===== src/rtl/core/hsb_pkg.sv =====
// Shared types, sector codes and helper functions for the HSB to RGB converter.
// Used by every module under rtl/core; depends on nothing else.
package hsb_pkg;

	// Hue sector, one sixth of a full turn each.
	typedef enum logic [2:0] {
		SECTOR_RED_YELLOW   = 3'd0,
		SECTOR_YELLOW_GREEN = 3'd1,
		SECTOR_GREEN_CYAN   = 3'd2,
		SECTOR_CYAN_BLUE    = 3'd3,
		SECTOR_BLUE_MAGENTA = 3'd4,
		SECTOR_MAGENTA_RED  = 3'd5
	} sector_t;

	localparam int unsigned LevelW = 8;
	localparam int unsigned FracW  = 16;

	// 255 scaled by the fraction one, 255 * 65536.
	localparam logic [23:0] LEVEL_FRAC_ONE = 24'hFF0000;

	// Hue split into sector and in-sector fraction.
	typedef struct packed {
		sector_t             sector;
		logic [FracW-1:0]    frac;
		logic [LevelW-1:0]   sat;
		logic [LevelW-1:0]   bright;
	} hsb_split_t;

	// Scaled levels before the final division by 255.
	typedef struct packed {
		sector_t             sector;
		logic [LevelW-1:0]   bright;
		logic [15:0]         p_num;
		logic [15:0]         q_num;
		logic [15:0]         t_num;
	} hsb_levels_t;

	// Exact floor(x / 255) for x up to 255 * 255.
	function automatic logic [LevelW-1:0] div255(input logic [15:0] x);
		logic [16:0] sum;
		sum = {1'b0, x} + {9'd0, x[15:8]} + 17'd1;
		return sum[15:8];
	endfunction

endpackage


===== src/rtl/core/hsb_hue_split.sv =====
// First pipeline stage: multiplies the hue by six and splits it into sector and fraction.
// Depends on hsb_pkg.
module hsb_hue_split (
	input  logic                 clk,
	input  logic                 arst_n,
	input  logic                 in_valid,
	output logic                 in_ready,
	input  logic [15:0]          hue_turn,
	input  logic [7:0]           sat_level,
	input  logic [7:0]           bright_level,
	output logic                 split_valid,
	input  logic                 split_ready,
	output hsb_pkg::hsb_split_t  split_data
);

	logic                valid_s1;
	hsb_pkg::hsb_split_t data_s1;
	logic [18:0]         hue6;

	assign hue6 = {1'b0, hue_turn, 2'b00} + {2'b00, hue_turn, 1'b0};

	assign in_ready    = !valid_s1 || split_ready;
	assign split_valid = valid_s1;
	assign split_data  = data_s1;

	always_ff @(posedge clk or negedge arst_n) begin
		if (!arst_n) begin
			valid_s1 <= 1'b0;
		end else if (in_ready) begin
			valid_s1 <= in_valid;
		end
	end

	always_ff @(posedge clk) begin
		if (in_ready && in_valid) begin
			data_s1.sector <= hsb_pkg::sector_t'(hue6[18:16]);
			data_s1.frac   <= hue6[15:0];
			data_s1.sat    <= sat_level;
			data_s1.bright <= bright_level;
		end
	end

endmodule


===== src/rtl/core/hsb_level_mult.sv =====
// Second and third pipeline stages: form s*f and the p product, then scale brightness for q and t.
// Depends on hsb_pkg.
module hsb_level_mult (
	input  logic                 clk,
	input  logic                 arst_n,
	input  logic                 split_valid,
	output logic                 split_ready,
	input  hsb_pkg::hsb_split_t  split_data,
	output logic                 lvl_valid,
	input  logic                 lvl_ready,
	output hsb_pkg::hsb_levels_t lvl_data
);

	logic                 valid_s2;
	logic                 valid_s3;
	logic                 adv_s2;
	logic                 adv_s3;
	hsb_pkg::sector_t     sector_s2;
	logic [7:0]           sat_s2;
	logic [7:0]           bright_s2;
	logic [23:0]          sf_s2;
	logic [15:0]          pprod_s2;
	hsb_pkg::hsb_levels_t data_s3;
	logic [23:0]          q_factor;
	logic [23:0]          t_factor;
	logic [31:0]          q_prod;
	logic [31:0]          t_prod;

	assign adv_s3      = !valid_s3 || lvl_ready;
	assign adv_s2      = !valid_s2 || adv_s3;
	assign split_ready = adv_s2;
	assign lvl_valid   = valid_s3;
	assign lvl_data    = data_s3;

	// 255*65536 - s*f and 255*65536 - s*(65536 - f) = (255 - s)*65536 + s*f.
	assign q_factor = hsb_pkg::LEVEL_FRAC_ONE - sf_s2;
	assign t_factor = {8'hFF - sat_s2, 16'h0000} + sf_s2;
	assign q_prod   = {24'd0, bright_s2} * {8'd0, q_factor};
	assign t_prod   = {24'd0, bright_s2} * {8'd0, t_factor};

	always_ff @(posedge clk or negedge arst_n) begin
		if (!arst_n) begin
			valid_s2 <= 1'b0;
			valid_s3 <= 1'b0;
		end else begin
			if (adv_s2) begin
				valid_s2 <= split_valid;
			end
			if (adv_s3) begin
				valid_s3 <= valid_s2;
			end
		end
	end

	always_ff @(posedge clk) begin
		if (adv_s2 && split_valid) begin
			sector_s2 <= split_data.sector;
			sat_s2    <= split_data.sat;
			bright_s2 <= split_data.bright;
			sf_s2     <= {16'd0, split_data.sat} * {8'd0, split_data.frac};
			pprod_s2  <= {8'd0, split_data.bright} * {8'd0, 8'hFF - split_data.sat};
		end
		if (adv_s3 && valid_s2) begin
			data_s3.sector <= sector_s2;
			data_s3.bright <= bright_s2;
			data_s3.p_num  <= pprod_s2;
			// Dropping the low 16 bits first leaves the floor of the quotient unchanged.
			data_s3.q_num  <= q_prod[31:16];
			data_s3.t_num  <= t_prod[31:16];
		end
	end

endmodule


===== src/rtl/core/hsb_channel_mux.sv =====
// Fourth pipeline stage: divides the levels by 255 and routes them to the channels.
// Depends on hsb_pkg; its register is the output register of the block.
module hsb_channel_mux (
	input  logic                 clk,
	input  logic                 arst_n,
	input  logic                 lvl_valid,
	output logic                 lvl_ready,
	input  hsb_pkg::hsb_levels_t lvl_data,
	output logic                 out_valid,
	input  logic                 out_ready,
	output logic [7:0]           red_out,
	output logic [7:0]           green_out,
	output logic [7:0]           blue_out
);

	logic       valid_s4;
	logic [7:0] red_s4;
	logic [7:0] green_s4;
	logic [7:0] blue_s4;
	logic [7:0] lv_v;
	logic [7:0] lv_p;
	logic [7:0] lv_q;
	logic [7:0] lv_t;
	logic [7:0] red_d;
	logic [7:0] green_d;
	logic [7:0] blue_d;

	assign lvl_ready = !valid_s4 || out_ready;
	assign out_valid = valid_s4;
	assign red_out   = red_s4;
	assign green_out = green_s4;
	assign blue_out  = blue_s4;

	assign lv_v = lvl_data.bright;
	assign lv_p = hsb_pkg::div255(lvl_data.p_num);
	assign lv_q = hsb_pkg::div255(lvl_data.q_num);
	assign lv_t = hsb_pkg::div255(lvl_data.t_num);

	always_comb begin
		unique case (lvl_data.sector)
			hsb_pkg::SECTOR_RED_YELLOW: begin
				red_d = lv_v; green_d = lv_t; blue_d = lv_p;
			end
			hsb_pkg::SECTOR_YELLOW_GREEN: begin
				red_d = lv_q; green_d = lv_v; blue_d = lv_p;
			end
			hsb_pkg::SECTOR_GREEN_CYAN: begin
				red_d = lv_p; green_d = lv_v; blue_d = lv_t;
			end
			hsb_pkg::SECTOR_CYAN_BLUE: begin
				red_d = lv_p; green_d = lv_q; blue_d = lv_v;
			end
			hsb_pkg::SECTOR_BLUE_MAGENTA: begin
				red_d = lv_t; green_d = lv_p; blue_d = lv_v;
			end
			default: begin
				red_d = lv_v; green_d = lv_p; blue_d = lv_q;
			end
		endcase
	end

	always_ff @(posedge clk or negedge arst_n) begin
		if (!arst_n) begin
			valid_s4 <= 1'b0;
		end else if (lvl_ready) begin
			valid_s4 <= lvl_valid;
		end
	end

	always_ff @(posedge clk) begin
		if (lvl_ready && lvl_valid) begin
			red_s4   <= red_d;
			green_s4 <= green_d;
			blue_s4  <= blue_d;
		end
	end

endmodule


===== src/rtl/core/hsb_to_rgb_converter_unit.sv =====
// Top level of the HSB to RGB converter: four-stage pipeline.
// Depends on hsb_pkg, hsb_hue_split, hsb_level_mult and hsb_channel_mux.
//
// Usage:
//   The input channel (in_valid, in_ready) carries one request of hue_turn,
//   sat_level and bright_level; the output channel (out_valid, out_ready)
//   returns red_out, green_out and blue_out for it. Requests leave in order.
//   A new request is accepted every cycle while the receiver keeps
//   out_ready high; the four registered stages are hue times six, the
//   s*f product, the two brightness products, and the division by 255
//   with channel routing into the output register.
//   Each stage advances when it is empty or the stage after it moves, so
//   when the receiver holds out_ready low the bubbles fill first and
//   in_ready drops only once all four stages hold a request. Nothing is
//   lost or repeated across a stall.
//   Reset (arst_n low) empties every stage; no request is pending after it.
module hsb_to_rgb_converter_unit (
	input  logic        clk,
	input  logic        arst_n,
	input  logic        in_valid,
	output logic        in_ready,
	input  logic [15:0] hue_turn,
	input  logic [7:0]  sat_level,
	input  logic [7:0]  bright_level,
	output logic        out_valid,
	input  logic        out_ready,
	output logic [7:0]  red_out,
	output logic [7:0]  green_out,
	output logic [7:0]  blue_out
);

	logic                 split_valid;
	logic                 split_ready;
	hsb_pkg::hsb_split_t  split_data;
	logic                 lvl_valid;
	logic                 lvl_ready;
	hsb_pkg::hsb_levels_t lvl_data;
	logic [2:0]           inflight_q;

	hsb_hue_split u_split (
		.clk          (clk),
		.arst_n       (arst_n),
		.in_valid     (in_valid),
		.in_ready     (in_ready),
		.hue_turn     (hue_turn),
		.sat_level    (sat_level),
		.bright_level (bright_level),
		.split_valid  (split_valid),
		.split_ready  (split_ready),
		.split_data   (split_data)
	);

	hsb_level_mult u_mult (
		.clk         (clk),
		.arst_n      (arst_n),
		.split_valid (split_valid),
		.split_ready (split_ready),
		.split_data  (split_data),
		.lvl_valid   (lvl_valid),
		.lvl_ready   (lvl_ready),
		.lvl_data    (lvl_data)
	);

	hsb_channel_mux u_mux (
		.clk       (clk),
		.arst_n    (arst_n),
		.lvl_valid (lvl_valid),
		.lvl_ready (lvl_ready),
		.lvl_data  (lvl_data),
		.out_valid (out_valid),
		.out_ready (out_ready),
		.red_out   (red_out),
		.green_out (green_out),
		.blue_out  (blue_out)
	);

	// Count of requests inside the pipeline, kept for the checks below.
	always_ff @(posedge clk or negedge arst_n) begin
		if (!arst_n) begin
			inflight_q <= 3'd0;
		end else begin
			inflight_q <= inflight_q + 3'(in_valid && in_ready) - 3'(out_valid && out_ready);
		end
	end

	a_inflight_bound: assert property (@(posedge clk) disable iff (!arst_n)
		inflight_q <= 3'd4)
		else $error("more requests in flight than pipeline stages");

	a_out_has_request: assert property (@(posedge clk) disable iff (!arst_n)
		out_valid |-> inflight_q != 3'd0)
		else $error("result shown with no request in flight");

	a_full_when_blocked: assert property (@(posedge clk) disable iff (!arst_n)
		!in_ready |-> (split_valid && lvl_valid && out_valid && inflight_q == 3'd4))
		else $error("input blocked while a stage is empty");

	a_lvl_hold: assert property (@(posedge clk) disable iff (!arst_n)
		(lvl_valid && !lvl_ready) |=> (lvl_valid && $stable(lvl_data)))
		else $error("stalled level stage changed");

endmodule


===== config.mk =====
export PLATFORM = sky130hd
export DESIGN_NAME = hsb_to_rgb_converter_unit
export DESIGN_NICKNAME = d
export VERILOG_FILES = /design/src/rtl/core/hsb_pkg.sv /design/src/rtl/core/hsb_hue_split.sv /design/src/rtl/core/hsb_level_mult.sv /design/src/rtl/core/hsb_channel_mux.sv /design/src/rtl/core/hsb_to_rgb_converter_unit.sv
export SDC_FILE = /design/constraint.sdc
export NUM_CORES = 1
export LEC_CHECK = 0
export BUFFER_PORTS_ARGS = -buffer_cell sky130_fd_sc_hd__buf_2
export CAP_MARGIN = 20
export CORE_UTILIZATION = 55
export DETAILED_ROUTE_END_ITERATION = 8
export PLACE_DENSITY = 0.8
export REMOVE_ABC_BUFFERS = 1
export SKIP_LAST_GASP = 1
export SLEW_MARGIN = 40
export SYNTH_ARGS = -nofsm -noshare
export SYNTH_HDL_FRONTEND = slang
export SYNTH_SLANG_ARGS = --single-unit

===== constraint.sdc =====
create_clock -name clk -period 6.9 [get_ports clk]
set_clock_uncertainty 0.05 [all_clocks]
set_input_delay 0.345 -clock clk [delete_from_list [all_inputs] [get_ports clk]]
set_output_delay 0.345 -clock clk [all_outputs]
set_load 0.02 [all_outputs]

# [Word-level counts from Yosys, hierarchy flattened]
# Index checks and enable logic that the tools add are counted.
[word_totals] wordCells=60 inputBits=36 ff_bits=181
[op_classes] eq_ne=4 multipliers=4 n_mux=3 n_addsub=11 n_reduce_logical=17
[op_table] operator="$pmux W8 S3" count=3
[op_table] operator="$mul A8 B24 Y32" count=2
[op_table] operator="$add A16 B1 Y16 const B" count=3
[op_table] operator="$add A16 B8 Y16" count=3
[op_table] operator="$add A24 B24 Y24" count=1
[op_table] operator="$mul A8 B16 Y24" count=1
[op_table] operator="$sub A24 B24 Y24 const A" count=1
[op_table] operator="$add A18 B17 Y19" count=1
[op_table] operator="$mul A8 B8 Y16" count=1
[op_table] operator="$sub A8 B8 Y8 const A" count=2
[op_table] operator="$reduce_or A2 Y1" count=4
[op_table] operator="$eq A3 B2 Y1 const B" count=2
[op_table] operator="$logic_and A1 B1 Y1" count=4
[op_table] operator="$logic_not A1 Y1" count=4
[op_table] operator="$logic_or A1 B1 Y1" count=4
[op_table] operator="$eq A3 B1 Y1 const B" count=1
[op_table] operator="$eq A3 B3 Y1 const B" count=1
[op_table] operator="$logic_not A3 Y1" count=1

# [Depth between registers and ports, before layout]
# Gate-level depths: netlist of run 1.
[depth] ltp_word=6 mapped_depth=25

# [Hierarchy]
# Synthesis of run 1 repeated with hierarchy kept, for this count alone.
[unflattened] cells_unflattened=2725 area_unflattened_um2=26550.5
[modules_own_cells] module="hsb_level_mult" cells_each=2220 seq_area_each_um2=3593.4 area_per_inst_um2=21747.1 instances=1
[modules_own_cells] module="hsb_channel_mux" cells_each=357 seq_area_each_um2=745.7 area_per_inst_um2=2939.1 instances=1
[modules_own_cells] module="hsb_hue_split" cells_each=148 seq_area_each_um2=1046.0 area_per_inst_um2=1864.3 instances=1

# [Worst setup path before layout of run 1]
# Ideal clock, no wire load.
[synth_timing] kind="register -> register" startpoint="register u_mult.sf_s2[12]" endpoint="register u_mult.data_s3 (netlist bit u_mult.lvl_data[28]) (data pin)" path_slack_ps=995 setup_ps=262 stages_incl_launch_ff=22 t_arrival_ps=5593 required_time_ps=6588 path_cell_list="edfxtp_1 buf_2 or4_1 nor3_2 nand3b_1 or2_1 xor2_1 nor2b_1 fa_1 fa_1 fa_1 inv_1 fa_1 inv_1 ha_1 a21oi_1 o21bai_1 a221oi_2 o21ai_1 a21oi_1 o21bai_1 xor2_1"
[synth_via] elab_chain_cells=2
[synth_lines] item="from (decl)" line="hsb_level_mult.sv:21" text="logic [23:0] sf_s2;"
[synth_lines] item="from (signal assigned)" line="hsb_level_mult.sv:60" text="sf_s2 <= {16'd0, split_data.sat} * {8'd0, split_data.frac};"
[synth_lines] item="$sub A24 B24 Y24" line="hsb_level_mult.sv:36" text="assign q_factor = hsb_pkg::LEVEL_FRAC_ONE - sf_s2;"
[synth_lines] item="$mul A8 B24 Y32" line="hsb_level_mult.sv:38" text="assign q_prod = {24'd0, bright_s2} * {8'd0, q_factor};"
[synth_lines] item="net u_mult.q_prod[28]" line="hsb_level_mult.sv:26" text="logic [31:0] q_prod;"
[synth_lines] item="to (decl)" line="hsb_level_mult.sv:23" text="hsb_pkg::hsb_levels_t data_s3;"
# The timed path passes the listed nets, and every way through them passes these cells.
# A chain may end at the register's enable or synchronous reset.

# [Worst setup path after layout of run 1]
[layout_timing] startpoint="register u_mult.sf_s2[9]" endpoint="register u_mult.data_s3 (netlist bit u_mult.lvl_data[31]) (data pin)"
# Same word-level chain as after synthesis.

==> results of run 1 <==
-- routing by layer --
metal  global-route usage (%)  part of all wire, %  vias up
li1                         -                    -     7900
met1                     31.1                   41     8621
met2                     43.4                   51      573
met3                     4.54                  6.7      103
met4                     7.39                  2.0        0
met5                        0                    0        -
-- synth_stat cells (all sizes together) (4+ instances only) --
master / number / area share, %
inv: 394 / 6.0
fa: 366 / 30
and2: 322 / 8.2
ha: 221 / 11
nand2: 212 / 3.2
edfxtp: 175 / 21
a21oi: 92 / 1.9
xnor2: 78 / 2.8
nor2: 73 / 1.1
clkbuf: 70 / 1.1
o21ai: 58 / 1.2
nor2b: 51 / 1.3
nand2b: 43 / 1.1
xor2: 38 / 1.5
a21o: 31 / 0.95
nand3: 25 / 0.51
o21bai: 17 / 0.52
o21a: 14 / 0.43
a21boi: 11 / 0.35
nor3: 11 / 0.25
o211ai: 11 / 0.36
a211oi: 10 / 0.33
and3: 10 / 0.26
mux2i: 10 / 0.41
nand4: 10 / 0.26
buf: 7 / 0.13
nor4: 7 / 0.18
a211o: 6 / 0.21
a31oi: 6 / 0.20
o221ai: 6 / 0.21
dfrtp: 4 / 0.41
mux2: 4 / 0.18
o31ai: 4 / 0.16
or2: 4 / 0.10
-- worst min-delay path by stage --
stage	startpoint	endpoint	slack [ns]	cells past startpoint
finish	sat_level[4]	u_split.split_data[12]$_DFFE_PP_	0.01	1
global route	bright_level[6]	u_split.split_data[6]$_DFFE_PP_	0.003	1
CTS	sat_level[4]	u_split.split_data[12]$_DFFE_PP_	0.0002	1
detailed placement	arst_n	u_mux.out_valid$_DFFE_PN0P_	0.11	1
global placement	arst_n	u_mux.out_valid$_DFFE_PN0P_	0.10	1
floorplan	arst_n	u_mult.lvl_valid$_DFFE_PN0P_	-0.0006	0
-- critical path, delay by kind of cell (launching register included) --
| family | cells | cell delay, ns |
|---|---|---|
| AND/OR/NAND/NOR | 6 | 1.59 |
| XOR/XNOR | 2 | 0.55 |
| AO/OA/AOI/OAI | 8 | 1.29 |
| buffers and inverters | 2 | 0.10 |
| adder cells (fa/ha/maj) | 5 | 2.28 |
| flip-flops | 1 | 0.38 |
-- layout by cell type (no fill, tap or decap), drive strengths merged, types with 5 or more instances in the layout --
cell type / Yosys / final
o21bai: 17 / 17
nand2: 212 / 212
o21ai: 58 / 58
clkbuf: 70 / 18
a211o: 6 / 6
nor4: 7 / 7
and3: 10 / 10
mux2i: 10 / 10
a31oi: 6 / 6
a21boi: 11 / 11
nand2b: 43 / 43
o21a: 14 / 14
ha: 221 / 221
and2: 322 / 322
nor2: 73 / 73
a211oi: 10 / 10
edfxtp: 175 / 175
inv: 394 / 402
nor2b: 51 / 51
buf: 7 / 106
a21o: 31 / 31
o221ai: 6 / 6
nand4: 10 / 10
nor3: 11 / 11
xnor2: 78 / 78
xor2: 38 / 38
clkinv: 2 / 5
a21oi: 92 / 92
nand3: 25 / 25
o211ai: 11 / 11
dlygate4sd3: 0 / 7
fa: 366 / 366
-- metrics by stage --
stage | utilization, % | worst slack (ns) | hold slack (ns) | instance area [sq um] | cells
floorplan | - | 0.901 | -0.000591 | 24200 | 2362
global placement | 58.6 | 0.521 | 0.101 | 25500 | 3043
detailed placement | 58.8 | 0.381 | 0.107 | 25600 | 3049
CTS | 60.3 | 0.350 | 0.000153 | 26300 | 3088
global route | 60.5 | 0.00209 | 0.00350 | 26300 | 3092
finish | 60.5 | 0.432 | 0.0116 | 26300 | 3092
-- what timing repair did --
item / CTS / global route
hold buffers: 7 / 0
gates resized for setup: 0 / 2
endpoints found under the hold margin: 10 / 0
setup endpoints to repair: 0 / 3
-- final cells by class --
type	instances	area, sq um	share of cell area, %
clock inverter	14	159	0.603
clock buffer	18	429	1.63
timing repair buffer	113	774	2.94
sequential	179	5360	20.3
multi-input combinational	1787	17400	66.1
tap	585	732	2.78
inverter	396	1490	5.64
-- kinds of logic after synthesis --
kind of cell | count (synthesis) | synth area share, %
buf+inv | 473 | 7.27
flops | 179 | 21.8
fa+ha+maj | 587 | 41.2
compound gates | 292 | 7.97
xor+xnor | 116 | 4.30
mux | 14 | 0.592
simple gates | 778 | 16.8
-- state kept, by name, summed over array words and instances, names as in the netlist --
name	cells
u_mult.lvl_data	59
u_split.split_data	34
u_mult.sf_s2	23
u_mult.pprod_s2	16
u_mult.bright_s2	8
u_mult.sat_s2	8
u_mux.blue_out	8
u_mux.green_out	8
u_mux.red_out	8
u_mult.sector_s2	3
u_mult.lvl_valid	1
u_mult.valid_s2	1
u_mux.out_valid	1
u_split.split_valid	1
==> flow_metrics.env, run 1 <==
export IMPL_worstPathMaxFanout=8
export IMPL_period_share_pct=93.7
export IMPL_clock_latency_ns=0.46
export IMPL_synth_seq_cells=179
export IMPL_final_net_count=3117
export IMPL_h_tree_depth=4
export IMPL_critical_path_cell_chain="or4_1, nor3_2, nand3b_1, or2_1, nand2_1, xor2_1, and2_1, fa_1, fa_1, fa_1, inv_1, fa_1, inv_1, ha_1, a21o_1, a21o_1, a21oi_1, o21bai_1, a21oi_1, o311a_1, o21bai_1, a21oi_1, xnor2_1"
export IMPL_antenna_cells=0
export IMPL_grt_util_all_layers_pct=24.8
export IMPL_hp_class="in -> reg"
export IMPL_die_w_um=213
export IMPL_status="completed"
export IMPL_crit_start="u_mult.sf_s2[9]$_DFFE_PP_"
export IMPL_viasPerCell=5.56
export IMPL_postCtsSetupRepairBufs=0
export IMPL_grt_pass1_wl_mm=88.7
export IMPL_reg2regPathDepth=23
export IMPL_antenna_found_initial=0
export IMPL_maxSlewViolCount=0
export IMPL_die_y_um=213
export IMPL_ant_nets=0
export IMPL_r2r_end="u_mult.lvl_data[31]$_DFFE_PP_"
export IMPL_maxCapViolCount=0
export IMPL_cts_root_buffer="clkbuf_16"
export IMPL_hold_violations=0
export IMPL_clock_path_buffers=2
export IMPL_setup_tns_ns=0
export IMPL_cp_end_kind="flip-flop"
export IMPL_yosysSeqAreaShare_pct=21.8
export IMPL_first_iter_violations=1145
export IMPL_placementRows=76
export IMPL_numCtsBuffers=17
export IMPL_grt_overflow=0
export IMPL_wl_per_cell_um=17.2
export IMPL_path_class="reg -> reg"
export IMPL_maxSlewHeadroom_pct=47.1
export IMPL_ys_flop_type="edfxtp_1"
export IMPL_clock_sinks=179
export IMPL_fillerInstances=3519
export IMPL_rsz0062_at_grt="false"
export IMPL_io_pins=62
export IMPL_dieArea_sq_um=45400
export IMPL_synth_cell_type_count=76
export IMPL_synth_area_per_cell_sq_um=10.0
export IMPL_critPathMaxStageDelay_ns=0.65
export IMPL_worstSetupEndpoint="u_mult.lvl_data[31]$_DFFE_PP_"
export IMPL_finalSetupViolations=0
export IMPL_place_gp_congestion=0.925
export IMPL_syn_inst=2439
export IMPL_crit_top_cell="fa_1"
export IMPL_drc=0
export IMPL_required_ns=7.06
export IMPL_clk_pin_slew_ns=0.07
export IMPL_synthesis_area_sq_um=24500
export IMPL_r2r_setup_slack_ns=0.43
export IMPL_hpwl_mm=41.9
export IMPL_grt_pass1_vias=18600
export IMPL_async_flop_share_pct=2.23
export IMPL_start_util_pct=56.3
export IMPL_rr_startpoint="u_mult.sf_s2[9]$_DFFE_PP_"
export IMPL_dr_pass1_iters=5
export IMPL_fin_crit_ns=6.47
export IMPL_synth_edf_count=175
export IMPL_yosys_warnings=0
export IMPL_finalWirelength_mm=53.0
export IMPL_fmax_ghz=0.155
export IMPL_worstMarginPinSlew_ns=0.789
export IMPL_syn2layout_area_growth_pct=7.44
export IMPL_grt_max_degree=60
export IMPL_core_area_sq_um=43600
export IMPL_cts_tree="yes"
export IMPL_port_buffers=61
export IMPL_start_kind="flip-flop"
export IMPL_crit_slowest_cell="or4_1"
export IMPL_cp_arrival_ns=6.63
export IMPL_num_vias=17200
export IMPL_layout_drive_gt1_share_pct=6.78
Power of run 1 is not shown: default switching activity piles up to over one toggle a cycle in this logic, so the estimate is an artifact.
==> run 2, diff against run 1 <==
--- a/config.mk
+++ b/config.mk
@@ -7,9 +7,11 @@
 export LEC_CHECK = 0
 export BUFFER_PORTS_ARGS = -buffer_cell sky130_fd_sc_hd__buf_2
 export CAP_MARGIN = 20
-export CORE_UTILIZATION = 55
+export CELL_PAD_IN_SITES_DETAIL_PLACEMENT = 2
+export CELL_PAD_IN_SITES_GLOBAL_PLACEMENT = 2
+export CORE_UTILIZATION = 43
 export DETAILED_ROUTE_END_ITERATION = 8
-export PLACE_DENSITY = 0.8
+export PLACE_DENSITY = 0.9
 export REMOVE_ABC_BUFFERS = 1
 export SKIP_LAST_GASP = 1
 export SLEW_MARGIN = 40
==> run 2 against run 1 <==
The run now ends with setup timing left. Clock-buffer cell count unchanged. Largest cell class unchanged. Design area up 2.9%. Cell count up 6.4%. Via count up 19%. Critical endpoint is now u_mult.lvl_data[13]$_DFFE_PP_. Flip-flop and latch count unchanged. Worst setup slack worse by 0.60 ns. Highest routed layer unchanged. First-iteration DRC count up 48%.
==> flow_metrics.env, run 2 (same netlist as run 1, synthesis figures left out) <==
export IMPL_worstPathMaxFanout=8
export IMPL_viasPerCell=6.24
export IMPL_maxSlewHeadroom_pct=31.6
export IMPL_instances_no_fill=3291
export IMPL_final_net_count=3143
export IMPL_place_gp_congestion=0.845
export IMPL_fin_crit_ns=7.07
export IMPL_placementRows=87
export IMPL_hold_violations=0
export IMPL_clock_latency_ns=0.55
export IMPL_fillerInstances=5811
export IMPL_cts_tree="yes"
export IMPL_period_share_pct=102
export IMPL_cts_root_buffer="clkbuf_16"
export IMPL_grt_util_all_layers_pct=39.0
export IMPL_dr_pass1_iters=5
export IMPL_final_common_cell="inv_1"
export IMPL_grt_max_degree=60
export IMPL_ant_nets=0
export IMPL_final_cell_mix="inv_1, fa_1, and2_1, ha_1, nand2_1"
export IMPL_dieArea_sq_um=58000
export IMPL_finalWirelength_mm=116
export IMPL_path_class="reg -> reg"
export IMPL_layout_drive_gt1_share_pct=8.65
export IMPL_rsz0062_at_grt="true"
export IMPL_fin_util_pct=48.0
export IMPL_grt_overflow=0
export IMPL_fmax_ghz=0.141
export IMPL_h_tree_depth=4
export IMPL_hp_class="in -> reg"
export IMPL_maxSlewViolCount=0
export IMPL_largest_reg_flops=59
export IMPL_cp_end_kind="flip-flop"
export IMPL_hpwl_mm=72.6
export IMPL_wl_per_cell_um=35.3
export IMPL_status="finished, violations left"
export IMPL_drc=0
export IMPL_dpl_cell_count=3226
export IMPL_grt_pass1_wl_mm=161
export IMPL_clock_sinks=179
export IMPL_worst_slack_ns=-0.169
export IMPL_numCtsBuffers=17
export IMPL_io_pins=62
export IMPL_required_ns=7.15
export IMPL_grt_pass1_vias=23900
export IMPL_syn2layout_area_growth_pct=10.5
export IMPL_clock_path_buffers=2
export IMPL_port_buffers=61
export IMPL_violations="setup timing"
export IMPL_worstMarginPinSlew_ns=1.02
export IMPL_first_iter_violations=1698
export IMPL_clk_pin_slew_ns=0.10
export IMPL_finalSetupViolations=3
export IMPL_start_util_pct=43.5
export IMPL_antenna_found_initial=4
export IMPL_cp_arrival_ns=7.32
export IMPL_num_vias=20500
export IMPL_core_area_sq_um=56400
export IMPL_die_y_um=241
export IMPL_maxCapViolCount=0
export IMPL_start_kind="flip-flop"
export IMPL_die_w_um=241
## run 2: cell types whose count changed in the layout (fill, tap and decap cells not counted), moves of 6 or more
cell / delta
xnor2_1: -9
xor2_4: +6
xnor2_2: +7
buf_4: +19
dlygate4sd3_1: +11
## run 2: timing repair
action / 4_1_cts / 5_1_grt
buffers inserted: 2 / 8
hold buffers: 18 / 0
setup endpoints to repair: 6 / 13
endpoints found under the hold margin: 21 / 0
pin swaps: 0 / 7
gates cloned: 0 / 0
gates resized for setup: 9 / 37
## run 2: final timing paths
kind	end	depth (start not counted)	start	slack (ns)
setup / recovery	u_mult.lvl_data[13]$_DFFE_PP_	19	u_mult.sf_s2[17]$_DFFE_PP_	-0.17
hold reg to reg	u_mult.lvl_data[47]$_DFFE_PP_	0	u_mult.pprod_s2[15]$_DFFE_PP_	0.38
max in group asynchronous	u_split.split_valid$_DFFE_PN0N_	2	arst_n	6.57
hold / removal	u_split.split_valid$_DFFE_PN0N_	2	in_valid	0.05
setup reg to reg	u_mult.lvl_data[13]$_DFFE_PP_	19	u_mult.sf_s2[17]$_DFFE_PP_	-0.17
min in group asynchronous	u_mux.out_valid$_DFFE_PN0P_	2	arst_n	0.09
## run 2: critical path: stages (launching register included)
cell and delay [ns]:
edfxtp_1 0.46, buf_4 0.25, fa_2 0.48, xor2_1 0.19, buf_4 0.18, and2_1 0.22, fa_1 0.85, fa_1 0.53
inv_1 0.36, fa_1 0.58, fa_1 0.54, inv_1 0.05, ha_1 0.37, a21o_1 0.23, a21o_1 0.21, a21oi_1 0.17
o21ai_1 0.20, o41a_1 0.50, a21oi_1 0.29, xnor2_1 0.11
## run 2: cell type report
type	instances	area, sq um	share of cell area (%)
multi-input cells	1787	17700	65.3
flip-flops and latches	179	5360	19.8
inverters	396	1490	5.49
repair buffers	139	975	3.60
well taps	756	946	3.49
clock buffers	18	429	1.58
clock inverters	14	211	0.781
diodes	2	5.00	0.0185
## run 2: layer usage
layer	wire [um]	part of all wire (%)	GRT usage, %
met4	12300	11	33.1
met2	57800	50	68.6
met5	0	0	0.253
met1	37600	32	38.8
met3	8320	7.2	9.14
## run 2: metrics by stage
step	setup TNS, ns	worst slack, ns	hold WS [ns]	cell area, sq um
2_1_floorplan	0	0.901	-0.000591	24200
3_3_place_gp	0	0.493	0.103	25800
3_5_place_dp	-0.0134	-0.0134	0.114	25800
4_1_cts	-0.0362	-0.0362	0.0292	26800
5_1_grt	-0.516	-0.135	0.0658	27100
6_report	-0.245	-0.169	0.0547	27100
Power of run 2 is left out for the same reason.
